<file path="src/hw/rtl/ght_pkg.sv">
// ============================================================================
// ght_pkg - shared constants, types and a function for the Guo-Hall pass
// Frame limits, window geometry, config register indexes and the 3x3
// removal rule used by the thinning datapath.
// ============================================================================
package ght_pkg;

    localparam int MAX_WIDTH   = 1024;
    localparam int MAX_HEIGHT  = 1024;

    localparam int CFG_W       = 11;
    localparam int CFG_IDX_W   = 2;
    localparam int COL_W       = $clog2(MAX_WIDTH);
    localparam int ROW_W       = $clog2(MAX_HEIGHT + 2);
    localparam int POS_W       = $clog2(MAX_WIDTH * (MAX_HEIGHT + 1) + 1);

    localparam int WIN_ROWS    = 3;
    localparam int WIN_COLS    = 3;
    localparam int WIN_BITS    = WIN_ROWS * WIN_COLS;

    localparam int QUEUE_DEPTH = 4;
    localparam int QPTR_W      = $clog2(QUEUE_DEPTH);
    localparam int QCNT_W      = $clog2(QUEUE_DEPTH + 3);

    localparam logic [CFG_IDX_W-1:0] REG_IMAGE_WIDTH  = 2'd0;
    localparam logic [CFG_IDX_W-1:0] REG_IMAGE_HEIGHT = 2'd1;
    localparam logic [CFG_IDX_W-1:0] REG_ODD_PASS     = 2'd2;

    // per-transaction control carried down the pipeline
    typedef struct packed {
        logic has_res;
        logic last;
        logic interior;
        logic clear;
    } t_stage_ctl;

    typedef struct packed {
        logic pixel;
        logic removed;
        logic last;
    } t_result;

    // window layout: bits 0..2 top row, 3..5 middle row, 6..8 bottom row,
    // west to east within a row
    function automatic logic thin_remove(input logic [WIN_BITS-1:0] w, input logic odd);
        logic p1, p2, p3, p4, p5, p6, p7, p8, ctr;
        logic [2:0] c, n1, n2, n;
        logic m;
        p1  = w[0]; p2 = w[1]; p3 = w[2];
        p8  = w[3]; ctr = w[4]; p4 = w[5];
        p7  = w[6]; p6 = w[7]; p5 = w[8];
        c   = 3'(~p2 & (p3 | p4)) + 3'(~p4 & (p5 | p6))
            + 3'(~p6 & (p7 | p8)) + 3'(~p8 & (p1 | p2));
        n1  = 3'(p1 | p2) + 3'(p3 | p4) + 3'(p5 | p6) + 3'(p7 | p8);
        n2  = 3'(p2 | p3) + 3'(p4 | p5) + 3'(p6 | p7) + 3'(p8 | p1);
        n   = (n1 < n2) ? n1 : n2;
        m   = odd ? ((p2 | p3 | ~p5) & p4) : ((p6 | p7 | ~p1) & p8);
        return ctr && (c == 3'd1) && (n >= 3'd2) && (n <= 3'd3) && !m;
    endfunction

endpackage

</file>
<file path="src/hw/rtl/ght_col_cell.sv">
// ============================================================================
// ght_col_cell - one column of the 3x3 window
// Holds three vertically stacked pixels and takes its east neighbor's
// column on each shift; a pending frame restart loads zeros instead.
// ============================================================================
module ght_col_cell (
    input  logic                          i_clk,
    input  logic                          i_rst_n,
    input  logic                          i_shift,
    input  logic                          i_clear,
    input  logic [ght_pkg::WIN_ROWS-1:0]  i_d,
    output logic [ght_pkg::WIN_ROWS-1:0]  o_q
);

    logic [ght_pkg::WIN_ROWS-1:0] r_q;

    always_ff @(posedge i_clk) begin
        if (!i_rst_n) begin
            r_q <= '0;
        end else if (i_shift) begin
            r_q <= i_clear ? '0 : i_d;
        end
    end

    assign o_q = r_q;

endmodule

</file>
<file path="src/hw/rtl/ght_line_buf.sv">
// ============================================================================
// ght_line_buf - upper and middle line stores
// One word per column: bit 1 upper line, bit 0 middle line. Registered
// read; the write in the following cycle moves middle to upper and stores the pixel.
// ============================================================================
module ght_line_buf (
    input  logic                       i_clk,
    input  logic                       i_rd_en,
    input  logic [ght_pkg::COL_W-1:0]  i_rd_addr,
    output logic                       o_up,
    output logic                       o_mid,
    input  logic                       i_wr_en,
    input  logic [ght_pkg::COL_W-1:0]  i_wr_addr,
    input  logic                       i_wr_px
);

    logic [1:0] r_mem [ght_pkg::MAX_WIDTH];
    logic [1:0] r_rd;

    always_ff @(posedge i_clk) begin
        if (i_rd_en) begin
            r_rd <= r_mem[i_rd_addr];
        end
    end

    // write data uses the word read for the same column in the previous cycle
    always_ff @(posedge i_clk) begin
        if (i_wr_en) begin
            r_mem[i_wr_addr] <= {r_rd[0], i_wr_px};
        end
    end

    assign o_up  = r_rd[1];
    assign o_mid = r_rd[0];

endmodule

</file>
<file path="src/hw/rtl/guo_hall_thinning_pass.sv">
// ============================================================================
// guo_hall_thinning_pass - one Guo-Hall thinning sub-iteration on a stream
// Raster pixels in, thinned pixels out W+1 transactions later; a chain of
// three window column cells fed from two line stores, a result queue out.
// ============================================================================
//
//  channel | signals                                   | direction
//  --------+-------------------------------------------+-----------
//  in      | i_in_valid o_in_stall i_pixel_in i_is_padding | into block
//  out     | o_out_valid i_out_stall o_pixel_out o_was_removed o_frame_last | out
//  cfg     | i_cfg_we i_cfg_index i_cfg_data           | into block
//
//  One input transaction per clock while the input is not stalled. A result
//  becomes visible after the line store read, the window shift and the queue
//  write. The input stalls when four transactions are in flight or queued, and for
//  one cycle after a config write while the frame end position is recomputed.
//  Synchronous active-low reset clears counters, window and queue; the line
//  stores are not cleared, their stale contents only reach border pixels.
//
module guo_hall_thinning_pass (
    input  logic                           i_clk,
    input  logic                           i_rst_n,
    input  logic                           i_in_valid,
    output logic                           o_in_stall,
    input  logic                           i_pixel_in,
    input  logic                           i_is_padding,
    output logic                           o_out_valid,
    input  logic                           i_out_stall,
    output logic                           o_pixel_out,
    output logic                           o_was_removed,
    output logic                           o_frame_last,
    input  logic                           i_cfg_we,
    input  logic [ght_pkg::CFG_IDX_W-1:0]  i_cfg_index,
    input  logic [ght_pkg::CFG_W-1:0]      i_cfg_data
);

    localparam int CW  = ght_pkg::CFG_W;
    localparam int PW  = ght_pkg::POS_W;
    localparam int RW  = ght_pkg::ROW_W;
    localparam int KW  = ght_pkg::COL_W;
    localparam int QD  = ght_pkg::QUEUE_DEPTH;
    localparam int QCW = ght_pkg::QCNT_W;
    localparam int NC  = ght_pkg::WIN_COLS;
    localparam int PRODW = 2 * CW + 1;

    function automatic logic [CW-1:0] clamp_dim(input logic [CW-1:0] v,
                                                input logic [CW-1:0] hi);
        if (v < CW'(3)) begin
            return CW'(3);
        end else if (v > hi) begin
            return hi;
        end
        return v;
    endfunction

    // ---------------- configuration ----------------
    logic [CW-1:0]    r_w;
    logic [CW-1:0]    r_h;
    logic             r_odd;
    logic             r_cfg_busy;
    logic [PW-1:0]    r_end;
    logic [PRODW-1:0] w_end_prod;

    assign w_end_prod = PRODW'(r_w) * (PRODW'(r_h) + PRODW'(1));

    always_ff @(posedge i_clk) begin
        if (!i_rst_n) begin
            r_w        <= CW'(ght_pkg::MAX_WIDTH);
            r_h        <= CW'(ght_pkg::MAX_HEIGHT);
            r_odd      <= 1'b0;
            r_cfg_busy <= 1'b0;
            r_end      <= PW'(ght_pkg::MAX_WIDTH * (ght_pkg::MAX_HEIGHT + 1));
        end else begin
            r_cfg_busy <= i_cfg_we;
            r_end      <= w_end_prod[PW-1:0];
            if (i_cfg_we) begin
                case (i_cfg_index)
                    ght_pkg::REG_IMAGE_WIDTH:
                        r_w <= clamp_dim(i_cfg_data, CW'(ght_pkg::MAX_WIDTH));
                    ght_pkg::REG_IMAGE_HEIGHT:
                        r_h <= clamp_dim(i_cfg_data, CW'(ght_pkg::MAX_HEIGHT));
                    ght_pkg::REG_ODD_PASS:
                        r_odd <= i_cfg_data[0];
                    default: ;
                endcase
            end
        end
    end

    // ---------------- raster position ----------------
    logic [PW-1:0]   r_pos;
    logic [KW-1:0]   r_col;
    logic [RW-1:0]   r_row;
    logic            w_in_acc;
    logic            w_wrap0;
    logic            w_wrap1;
    logic [KW-1:0]   w_cc;
    logic [CW-1:0]   w_cc_inc;
    logic [RW-1:0]   w_rowc;
    logic            w_done;
    logic            w_px;
    ght_pkg::t_stage_ctl w_ctl;

    logic               r_a_valid;
    logic               r_a_px;
    logic [KW-1:0]      r_a_addr;
    ght_pkg::t_stage_ctl r_a_ctl;
    logic               r_b_valid;
    ght_pkg::t_stage_ctl r_b_ctl;

    logic [QCW-1:0] r_q_cnt;
    logic [QCW-1:0] w_inflight;

    assign w_inflight = QCW'(r_a_valid) + QCW'(r_b_valid) + r_q_cnt;
    assign o_in_stall = r_cfg_busy || (w_inflight >= QCW'(QD));
    assign w_in_acc   = i_in_valid && !o_in_stall;

    // a column count left at or past the width wraps before use
    assign w_wrap0  = CW'(r_col) >= r_w;
    assign w_cc     = w_wrap0 ? '0 : r_col;
    assign w_rowc   = w_wrap0 ? r_row + RW'(1) : r_row;
    assign w_cc_inc = CW'(w_cc) + CW'(1);
    assign w_wrap1  = w_cc_inc >= r_w;
    assign w_done   = r_pos >= r_end;
    assign w_px     = i_pixel_in & ~i_is_padding;

    // the centre sits one column left of w_cc; column 0 centres are borders
    assign w_ctl.interior = (w_cc >= KW'(2)) && (w_rowc >= RW'(2)) && (w_rowc < RW'(r_h));
    assign w_ctl.has_res  = (r_pos >= PW'(r_w) + PW'(1)) && (r_pos <= r_end);
    assign w_ctl.last     = r_pos == r_end;
    assign w_ctl.clear    = w_done;

    always_ff @(posedge i_clk) begin
        if (!i_rst_n) begin
            r_pos <= '0;
            r_col <= '0;
            r_row <= '0;
        end else if (w_in_acc) begin
            if (w_done) begin
                r_pos <= '0;
                r_col <= '0;
                r_row <= '0;
            end else begin
                r_pos <= r_pos + PW'(1);
                r_col <= w_wrap1 ? '0 : w_cc_inc[KW-1:0];
                r_row <= w_wrap1 ? w_rowc + RW'(1) : w_rowc;
            end
        end
    end

    // ---------------- pipeline control ----------------
    always_ff @(posedge i_clk) begin
        if (!i_rst_n) begin
            r_a_valid <= 1'b0;
            r_b_valid <= 1'b0;
        end else begin
            r_a_valid <= w_in_acc;
            r_b_valid <= r_a_valid;
        end
    end

    always_ff @(posedge i_clk) begin
        if (w_in_acc) begin
            r_a_px   <= w_px;
            r_a_addr <= w_cc;
            r_a_ctl  <= w_ctl;
        end
        if (r_a_valid) begin
            r_b_ctl <= r_a_ctl;
        end
    end

    // ---------------- line stores ----------------
    logic w_up;
    logic w_mid;

    ght_line_buf u_line_buf (
        .i_clk     (i_clk),
        .i_rd_en   (w_in_acc),
        .i_rd_addr (w_cc),
        .o_up      (w_up),
        .o_mid     (w_mid),
        .i_wr_en   (r_a_valid),
        .i_wr_addr (r_a_addr),
        .i_wr_px   (r_a_px)
    );

    // ---------------- window cell chain ----------------
    logic                           r_win_clr;
    logic [ght_pkg::WIN_ROWS-1:0]   w_new_col;
    logic [ght_pkg::WIN_ROWS-1:0]   w_col [NC];
    logic [ght_pkg::WIN_BITS-1:0]   w_win;

    assign w_new_col = {r_a_px, w_mid, w_up};

    // frame restart zeroes the two older window columns just before the next shift
    always_ff @(posedge i_clk) begin
        if (!i_rst_n) begin
            r_win_clr <= 1'b0;
        end else if (r_a_valid) begin
            r_win_clr <= r_a_ctl.clear;
        end
    end

    for (genvar k = 0; k < NC; k++) begin : g_cell
        if (k == NC - 1) begin : g_head
            ght_col_cell u_cell (
                .i_clk   (i_clk),
                .i_rst_n (i_rst_n),
                .i_shift (r_a_valid),
                .i_clear (1'b0),
                .i_d     (w_new_col),
                .o_q     (w_col[k])
            );
        end else begin : g_body
            ght_col_cell u_cell (
                .i_clk   (i_clk),
                .i_rst_n (i_rst_n),
                .i_shift (r_a_valid),
                .i_clear (r_win_clr),
                .i_d     (w_col[k+1]),
                .o_q     (w_col[k])
            );
        end
    end

    assign w_win = {w_col[2][2], w_col[1][2], w_col[0][2],
                    w_col[2][1], w_col[1][1], w_col[0][1],
                    w_col[2][0], w_col[1][0], w_col[0][0]};

    // ---------------- decision and result queue ----------------
    logic                  w_rem;
    logic                  w_push;
    logic                  w_pop;
    ght_pkg::t_result      w_res;
    ght_pkg::t_result      r_q [QD];
    logic [ght_pkg::QPTR_W-1:0] r_q_wp;
    logic [ght_pkg::QPTR_W-1:0] r_q_rp;

    assign w_rem       = r_b_ctl.interior && ght_pkg::thin_remove(w_win, r_odd);
    assign w_res.pixel   = w_win[4] & ~w_rem;
    assign w_res.removed = w_rem;
    assign w_res.last    = r_b_ctl.last;
    assign w_push      = r_b_valid && r_b_ctl.has_res;
    assign w_pop       = o_out_valid && !i_out_stall;

    always_ff @(posedge i_clk) begin
        if (!i_rst_n) begin
            r_q_wp  <= '0;
            r_q_rp  <= '0;
            r_q_cnt <= '0;
        end else begin
            if (w_push) begin
                r_q_wp <= r_q_wp + 1'b1;
            end
            if (w_pop) begin
                r_q_rp <= r_q_rp + 1'b1;
            end
            r_q_cnt <= r_q_cnt + QCW'(w_push) - QCW'(w_pop);
        end
    end

    always_ff @(posedge i_clk) begin
        if (w_push) begin
            r_q[r_q_wp] <= w_res;
        end
    end

    assign o_out_valid   = r_q_cnt != '0;
    assign o_pixel_out   = r_q[r_q_rp].pixel;
    assign o_was_removed = r_q[r_q_rp].removed;
    assign o_frame_last  = r_q[r_q_rp].last;

    // ---------------- assertions ----------------
    a_q_bound: assert property (@(posedge i_clk) disable iff (!i_rst_n)
        r_q_cnt <= QCW'(QD))
        else $error("result queue count out of range");

    a_q_no_overflow: assert property (@(posedge i_clk) disable iff (!i_rst_n)
        (w_push && !w_pop) |-> (r_q_cnt < QCW'(QD)))
        else $error("result pushed into full queue");

    a_cfg_gap: assert property (@(posedge i_clk) disable iff (!i_rst_n)
        r_cfg_busy |-> !w_in_acc)
        else $error("transaction accepted right after config write");

    a_frame_restart: assert property (@(posedge i_clk) disable iff (!i_rst_n)
        (w_in_acc && w_done) |=> (r_pos == '0 && r_col == '0 && r_row == '0))
        else $error("counters not cleared at frame end");

    a_removed_clear: assert property (@(posedge i_clk) disable iff (!i_rst_n)
        (o_out_valid && o_was_removed) |-> !o_pixel_out)
        else $error("removed pixel still set");

endmodule
</file>
<file path="config.mk">
export PLATFORM = sky130hd
export DESIGN_NAME = guo_hall_thinning_pass
export DESIGN_NICKNAME = d
export VERILOG_FILES = /design/src/hw/rtl/ght_pkg.sv /design/src/hw/rtl/ght_col_cell.sv /design/src/hw/rtl/ght_line_buf.sv /design/src/hw/rtl/guo_hall_thinning_pass.sv
export SDC_FILE = /design/constraint.sdc
export NUM_CORES = 2
export LEC_CHECK = 0
export ABC_AREA = 1
export BUFFER_PORTS_ARGS = -buffer_cell sky130_fd_sc_hd__buf_2
export CORE_AREA = 4 4 494 374
export CTS_CLUSTER_SIZE = 14
export DETAILED_ROUTE_END_ITERATION = 16
export DIE_AREA = 0 0 498 378
export PLACE_DENSITY = 0.76
export REMOVE_ABC_BUFFERS = 1
export SETUP_SLACK_MARGIN = 0.3
export SYNTH_ARGS = -nofsm -noshare
export SYNTH_HDL_FRONTEND = slang
export SYNTH_SLANG_ARGS = --single-unit
</file>
<file path="constraint.sdc">
create_clock -name i_clk -period 14.6 [get_ports i_clk]
set_input_delay 4.38 -clock i_clk [delete_from_list [all_inputs] [get_ports i_clk]]
set_output_delay 4.38 -clock i_clk [all_outputs]
set_load 0.1 [all_outputs]
</file>
== Word level (Yosys, flattened, before mapping) ==
Memory sizes are Yosys's and may differ from the RTL's. A register that Yosys moved wholly into a read port is not among the register bits.
Index checks and enable logic that the tools add are counted.

* Memories kept: 2
* Output and inout bits: 5
* Bits in writable memories: 2060
* Bits in registers: 124
* Word-level logic and storage cells: 145
* Latch bits: 0
* Input port bits: 20
* ROM bits: 0

* Muxes and demuxes: 29
* Shift-type cells: 0
* Add/subtract/negate cells: 21
* Equality and inequality tests: 4
* Bitwise operators: 28
* Divide/modulo/power cells: 0
* Order comparisons: 14
* $mul: 1
* Reductions and logical operators: 20

{| class="wikitable"
|+ Memory list
! memory !! depth !! bits a word !! rd ports !! clocked after Yosys merged registers in !! wr ports !! line !! source
|-
| u_line_buf.r_mem || 1024 || 2 || 1 || 1 || 1 || ght_line_buf.sv:17 || <nowiki>logic [1:0] r_mem [ght_pkg::MAX_WIDTH];</nowiki>
|-
| r_q || 4 || 3 || 1 || 1 || 1 || guo_hall_thinning_pass.sv:236 || <nowiki>ght_pkg::t_result r_q [QD];</nowiki>
|}

{| class="wikitable"
|+ Operators by type and width
! operator !! count
|-
| 11-bit 2-to-1 mux || 7
|-
| 10-bit 2-to-1 mux || 3
|-
| 11-bit by 1-bit adder with 12-bit output (second input constant) || 2
|-
| 11-bit by 1-bit adder with 11-bit output (second input constant) || 2
|-
| 21-bit by 1-bit adder with 21-bit output (second input constant) || 1
|-
| 21-bit == test || 1
|-
| 21-bit by 12-bit >= comparator with 1-bit output || 1
|-
| 21-bit >= comparator || 1
|-
| 21-bit less-or-equal comparator || 1
|-
| 11-bit by 12-bit multiplier with 21-bit output || 1
|-
| 21-bit 2-to-1 mux || 1
|-
| 1-bit 2-to-1 mux || 13
|-
| 3-bit AND || 4
|-
| 1-bit NOT with 3-bit output || 4
|-
| 1-bit bitwise OR || 12
|-
| 10-bit by 1-bit adder with 11-bit output (second input constant) || 1
|-
| 10-bit by 11-bit >= comparator with 1-bit output || 1
|-
| 11-bit >= comparator || 1
|-
| 11-bit by 2-bit >= comparator with 1-bit output (second input constant) || 1
|-
| 11-bit > comparator (second input constant) || 1
|-
| 1-bit logical AND || 11
|-
| 11-bit < comparator || 1
|-
| 11-bit by 2-bit < comparator with 1-bit output (second input constant) || 1
|-
| 10-bit by 2-bit >= comparator with 1-bit output (second input constant) || 1
|-
| other kinds (23) || 44
|}

== Longest topological paths before layout ==
* Depth in word-level cells: 13
* Gate-level depth with buffers: 33
* Mapped depth without buffers: 29

== Modules after synthesis ==
A second synthesis with hierarchy kept.

* Cells, all modules: 9682
* Area, all modules: 99833.2 um2

{| class="wikitable"
|+ Modules (own cells, without submodules)
! module !! cells each !! times used !! sequential area each (um2) !! area an instance (um2)
|-
| ght_line_buf || 7976 || 1 || 61559.0 || 86973.4
|-
| guo_hall_thinning_pass || 1661 || 1 || 2882.8 || 12522.0
|-
| ght_col_cell || 15 || 3 || 60.1 || 112.6
|}

== Least setup slack after synthesis ==
No wires, ideal clock.

* Kind: register to register
* Start: reg r_a_px
* End: mem u_line_buf.r_mem[0][0] (data pin)
* Data required time: 11927 ps
* Buffers on the path: 0
* Clock period less this slack: 14701 ps
* Setup slack: -101 ps
* Arrival: 12028 ps
* Stages on the path, launching flop included: 1
* Setup time: 2673 ps
* Path through: edfxtp_1

{| class="wikitable"
|+ RTL lines
! item !! line !! source
|-
| start, declared || guo_hall_thinning_pass.sv:105 || <nowiki>logic r_a_px;</nowiki>
|-
| start signal, assigned || guo_hall_thinning_pass.sv:164 || <nowiki>r_a_px <= w_px;</nowiki>
|-
| end, declared || ght_line_buf.sv:17 ||
|}

No word-level cell before the write port.

== Worst setup path after layout ==
* Start: reg r_col[0]
* End: reg u_line_buf.r_rd[0] (read register of u_line_buf.r_mem) (data pin)

* Word-level cells in the longest chain between the ends: 2

{| class="wikitable"
|+ RTL lines
! item !! line !! source
|-
| start, declared || guo_hall_thinning_pass.sv:92 || <nowiki>logic [KW-1:0] r_col;</nowiki>
|-
| start signal, assigned || guo_hall_thinning_pass.sv:145 || <nowiki>r_col <= w_wrap1 ? '0 : w_cc_inc[KW-1:0];</nowiki>
|-
| 10-bit by 11-bit >= comparator with 1-bit output || guo_hall_thinning_pass.sv:119 || <nowiki>assign w_wrap0 = CW'(r_col) >= r_w;</nowiki>
|-
| 10-bit 2-to-1 mux (*) || guo_hall_thinning_pass.sv:120 || <nowiki>assign w_cc = w_wrap0 ? '0 : r_col;</nowiki>
|-
| end, declared || ght_line_buf.sv:18 || <nowiki>logic [1:0] r_rd;</nowiki>
|}

Every way passes the cells marked *; elsewhere a longest branch is shown, timed or not.
A chain may end at the register's enable or synchronous reset.

==> metrics.txt <==
# TYPE chip_impl_metric gauge
chip_impl_info{name="result_of_the_run",value="complete, but fails checks"} 1
chip_impl_info{name="failed_checks",value="max-capacitance violations"} 1
chip_impl_metric{name="yosys_register_bits",unit=""} 2188
chip_impl_metric{name="filler_cells_inserted",unit=""} 14210
chip_impl_metric{name="place.detailed.hpwl",unit="µm"} 154700
chip_impl_metric{name="tightestPinTransition",unit="ps"} 1433
chip_impl_info{name="hold_path.startpoint",value="r_a_ctl[2]"} 1
chip_impl_metric{name="die_outline_area",unit="µm²"} 188200
chip_impl_metric{name="area.growth.synth_to_final",unit="%"} 7.212
chip_impl_metric{name="firstDrtPassIters",unit=""} 7
chip_impl_metric{name="finalSetupTns",unit="ps"} 0
chip_impl_info{name="cp-start-kind",value="register"} 1
chip_impl_metric{name="period_needed",unit="ps"} 7376
chip_impl_metric{name="initialDrtViolationCount",unit=""} 11320
chip_impl_metric{name="drv_slew",unit=""} 0
chip_impl_metric{name="wl_met2",unit="µm"} 126900
chip_impl_metric{name="clk-insertion-delay-late",unit="ps"} 860
chip_impl_info{name="capturing_element_type_of_the_critical_path",value="register"} 1
chip_impl_metric{name="port_buffers",unit=""} 24
chip_impl_metric{name="vias_in_the_first_global_route",unit=""} 73290
chip_impl_metric{name="ctsResizeCount",unit=""} 0
chip_impl_metric{name="syn_avg_cell_area",unit="µm²"} 9.711
chip_impl_metric{name="postSynth.asyncResetShare",unit="%"} 0
chip_impl_metric{name="clock-sinks",unit=""} 2188
chip_impl_metric{name="cts_buffers",unit=""} 199
chip_impl_metric{name="sequential_cell_area",unit="µm²"} 64630
chip_impl_info{name="worst_setup_path_type",value="reg -> reg"} 1
chip_impl_metric{name="cts.path.max_buffers",unit=""} 3
chip_impl_metric{name="synth_seq_area_share",unit="%"} 62.20
chip_impl_metric{name="groute.usage.overall",unit="%"} 30.44
chip_impl_info{name="clock_tree_from_tritoncts",value="yes"} 1
chip_impl_metric{name="finalWirelength",unit="µm"} 291300
chip_impl_metric{name="multi_input_area",unit="µm²"} 31200
chip_impl_metric{name="via_per_inst",unit=""} 5.995
chip_impl_metric{name="power.ir.vdd_worst",unit="V"} 0.0001259
chip_impl_info{name="regToRegEndpoint",value="u_line_buf.r_rd[0]"} 1
chip_impl_metric{name="final_layout_size_suffix_gt1_share",unit="%"} 4.652
chip_impl_metric{name="met1_length",unit="µm"} 110600
chip_impl_metric{name="maxCapViolCount",unit=""} 1
chip_impl_metric{name="wirelength_per_cell",unit="µm"} 22.60
chip_impl_metric{name="max_freq",unit="MHz"} 135.6
chip_impl_metric{name="cts.hold.buffers_added",unit=""} 0
chip_impl_metric{name="finish.instance_area",unit="µm²"} 111400
chip_impl_metric{name="r2r_slack",unit="ps"} 7220
chip_impl_info{name="rsz0062_at_grt",value="false"} 1
chip_impl_metric{name="grt_first_pass_wirelength",unit="µm"} 436500
chip_impl_metric{name="setup_violations",unit=""} 0
chip_impl_metric{name="leakagePower",unit="nW"} 43.71
chip_impl_metric{name="numPlacedInstances",unit=""} 12530
chip_impl_metric{name="floorplan.core_area",unit="µm²"} 179700
chip_impl_metric{name="initial_util",unit="%"} 57.80
chip_impl_metric{name="timing.reg2reg.worst_path_depth",unit=""} 24
chip_impl_info{name="cts_root_buffer_type",value="clkbuf_16"} 1
chip_impl_metric{name="finish.net_count",unit=""} 10580
chip_impl_metric{name="cts_setup_buffers",unit=""} 0
chip_impl_metric{name="drcViolationCount",unit=""} 0
chip_impl_metric{name="ioPinCount",unit=""} 25
chip_impl_metric{name="power_density",unit="nW/µm²"} 126.1
chip_impl_info{name="ys_dominant_reg_cell",value="edfxtp_1"} 1
chip_impl_info{name="timing.hold.worst_endpoint",value="r_b_ctl[2]"} 1
chip_impl_metric{name="placed_area",unit="µm²"} 105200
chip_impl_metric{name="via_count",unit=""} 77280
chip_impl_info{name="crit-reg2reg-launch",value="r_col[0]"} 1
chip_impl_metric{name="antenna_found_initial",unit=""} 9
chip_impl_metric{name="ant_nets",unit=""} 0
chip_impl_info{name="maxUsedRoutingLayer",value="met5"} 1
chip_impl_metric{name="met3_routed_wirelength",unit="µm"} 42320
chip_impl_metric{name="min_delay_path_depth",unit=""} 0
chip_impl_metric{name="utilization",unit="%"} 61.97
chip_impl_metric{name="netlist-cell-type-count",unit=""} 53
chip_impl_metric{name="gr-total-overflow",unit=""} 0
chip_impl_metric{name="clk_pin_slew",unit="ps"} 70
chip_impl_metric{name="clock_skew",unit="ps"} 45.32
chip_impl_metric{name="critical_path.max_fanout",unit=""} 117
chip_impl_metric{name="htreeDepth",unit=""} 4
chip_impl_metric{name="gp_congestion",unit=""} 0.8822
chip_impl_metric{name="synth_enable_flop_cells",unit=""} 2080
chip_impl_metric{name="slew_headroom",unit="%"} 4.212
chip_impl_metric{name="synthesis.area",unit="µm²"} 103900
chip_impl_metric{name="grt_start_max_net_pins",unit=""} 246
chip_impl_metric{name="worstPathRequired",unit="ps"} 15200
chip_impl_metric{name="layoutNonFillerInstCount",unit=""} 12890
chip_impl_metric{name="period_share",unit="%"} 50.52
chip_impl_metric{name="fp.dieH",unit="µm"} 378
chip_impl_metric{name="crit_arrival",unit="ps"} 7980
chip_impl_metric{name="synthCells",unit=""} 10700
chip_impl_metric{name="hold_violations",unit=""} 0
chip_impl_metric{name="floorplan.die.width",unit="µm"} 498
chip_impl_metric{name="fp-row-count",unit=""} 135
chip_impl_info{name="hold_class",value="reg -> reg"} 1
chip_impl_metric{name="yosysWarningCount",unit=""} 0
metrics by stage:
stage          worst slack, ps  hold WS [ps]  total power [mW]
6_report                  7224         426.4             14.05
5_1_grt                   6729         439.1             14.51
4_1_cts                   7413         430.1             14.02
3_5_place_dp              7485         415.6             9.017
3_3_place_gp              7658         405.7             8.974
2_1_floorplan           -20730         400.3             9.051
cell families after synthesis:
kind of cell | synth area share, %
AO/OA/AOI/OAI | 4.158
flip-flops | 62.20
adder cells (fa/ha/maj) | 3.459
buffers and inverters | 7.892
AND/OR/NAND/NOR | 21.94
XOR/XNOR | 0.3445
per-layer routing:
metal / global-route usage (%) / vias to the layer above
li1: - / 34770
met5: 0.2817 / -
met4: 11.81 / 6
met1: 42.28 / 36690
met2: 46.07 / 5047
met3: 8.195 / 766
flip-flops by register name (all words and copies together), names as in the netlist, 6 cells and up, named ones only:
register and flops:
u_line_buf.r_mem 2048, r_end 21, r_pos 21, r_q 12, r_h 11, r_row 11, r_w 11, r_a_addr 10
r_col 10, g_cell.g_body.u_cell.o_q 6
cells in the mapped netlist, drive strengths merged (2+ instances only):
cell	n	area (µm²)
a21oi	148	740.7
nor3	48	255.3
or2	7	46.29
nor3b	4	30.03
xor2	32	287.8
a21o	5	37.54
a211oi	4	30.03
fa	92	1842
o211ai	191	1434
edfxtp	2080	62460
o21bai	4	30.03
dfxtp	108	2162
o2111ai	2	17.52
nand3	1261	6321
ha	140	1752
o22ai	9	56.30
o21ai	366	1832
nor2	1802	6810
and2	3	18.77
a221oi	2	17.52
nand3b	2	15.01
inv	1344	5045
clkinv	4	15.01
nor4	9	56.30
and3	3	18.77
clkbuf	408	1531
xnor2	8	70.07
nand4	260	1627
buf	315	1608
o31ai	3	22.52
nand2	2021	7596
a31oi	4	25.02
o21a	4	30.03
cells in the final DEF, fill, tap and decap left out, types with 28 or more instances in the layout:
cell       instances
a21oi_1          148
buf_4            121
clkbuf_1          52
clkbuf_16        207
clkinv_1          51
dfxtp_1          106
edfxtp_1        2080
fa_1              92
ha_1             140
inv_1           1333
nand2_1         1991
nand2_2           28
nand3_1         1259
nand4_1          260
nor2_1          1789
nor3_1            41
o211ai_1         191
o21ai_0          351
xor2_1            31
final cells by class:
type / instances / share of cell area (%)
flip-flops and latches: 2188 / 58.02
multi-input cells: 6439 / 28.01
diodes: 4 / 0.008987
clock inverters: 100 / 0.7392
inverters: 1348 / 4.574
repair buffers: 156 / 1.121
clock buffers: 259 / 4.826
well taps: 2397 / 2.693
worst max-delay path by stage:
stage / to / depth (start not counted) / slack [ps] / from
floorplan: r_col[0] / 24 / -20730 / r_col[0]
global placement: r_col[7] / 24 / 7660 / r_col[0]
detailed placement: r_col[7] / 24 / 7480 / r_col[0]
CTS: r_col[0] / 24 / 7410 / r_col[0]
global route: r_col[2] / 24 / 6730 / r_col[0]
finish: u_line_buf.r_rd[0] / 24 / 7220 / r_col[0]
worst max-delay path, cell delays in order (launching register included):
cell and delay (ps):
dfxtp_4 830, inv_8 440, ha_1 440, nand2_1 50, nor2_1 80, nand3_1 80
nand2_1 170, nor2_8 120, nand3_4 580, buf_4 850, buf_4 760, buf_4 780
nand2_1 170, nand3_1 150, nand3_1 110, nand3_1 130, nand2_1 60, nand2_1 50
nand2_1 60, nor2_1 470, nand2_1 110, nand3_1 150, nand3_1 100, nand3_1 90
nand2_1 50
power by group:
group	internal (mW)	leakage (nW)	total [mW]	switching (mW)
logic	0.421	21.1	1.82	1.40
registers	7.08	19.6	7.12	0.0418
clock network	2.80	3.02	5.11	2.31
total	10.3	43.7	14.0	3.75
Power figures use the tool's default switching activity.
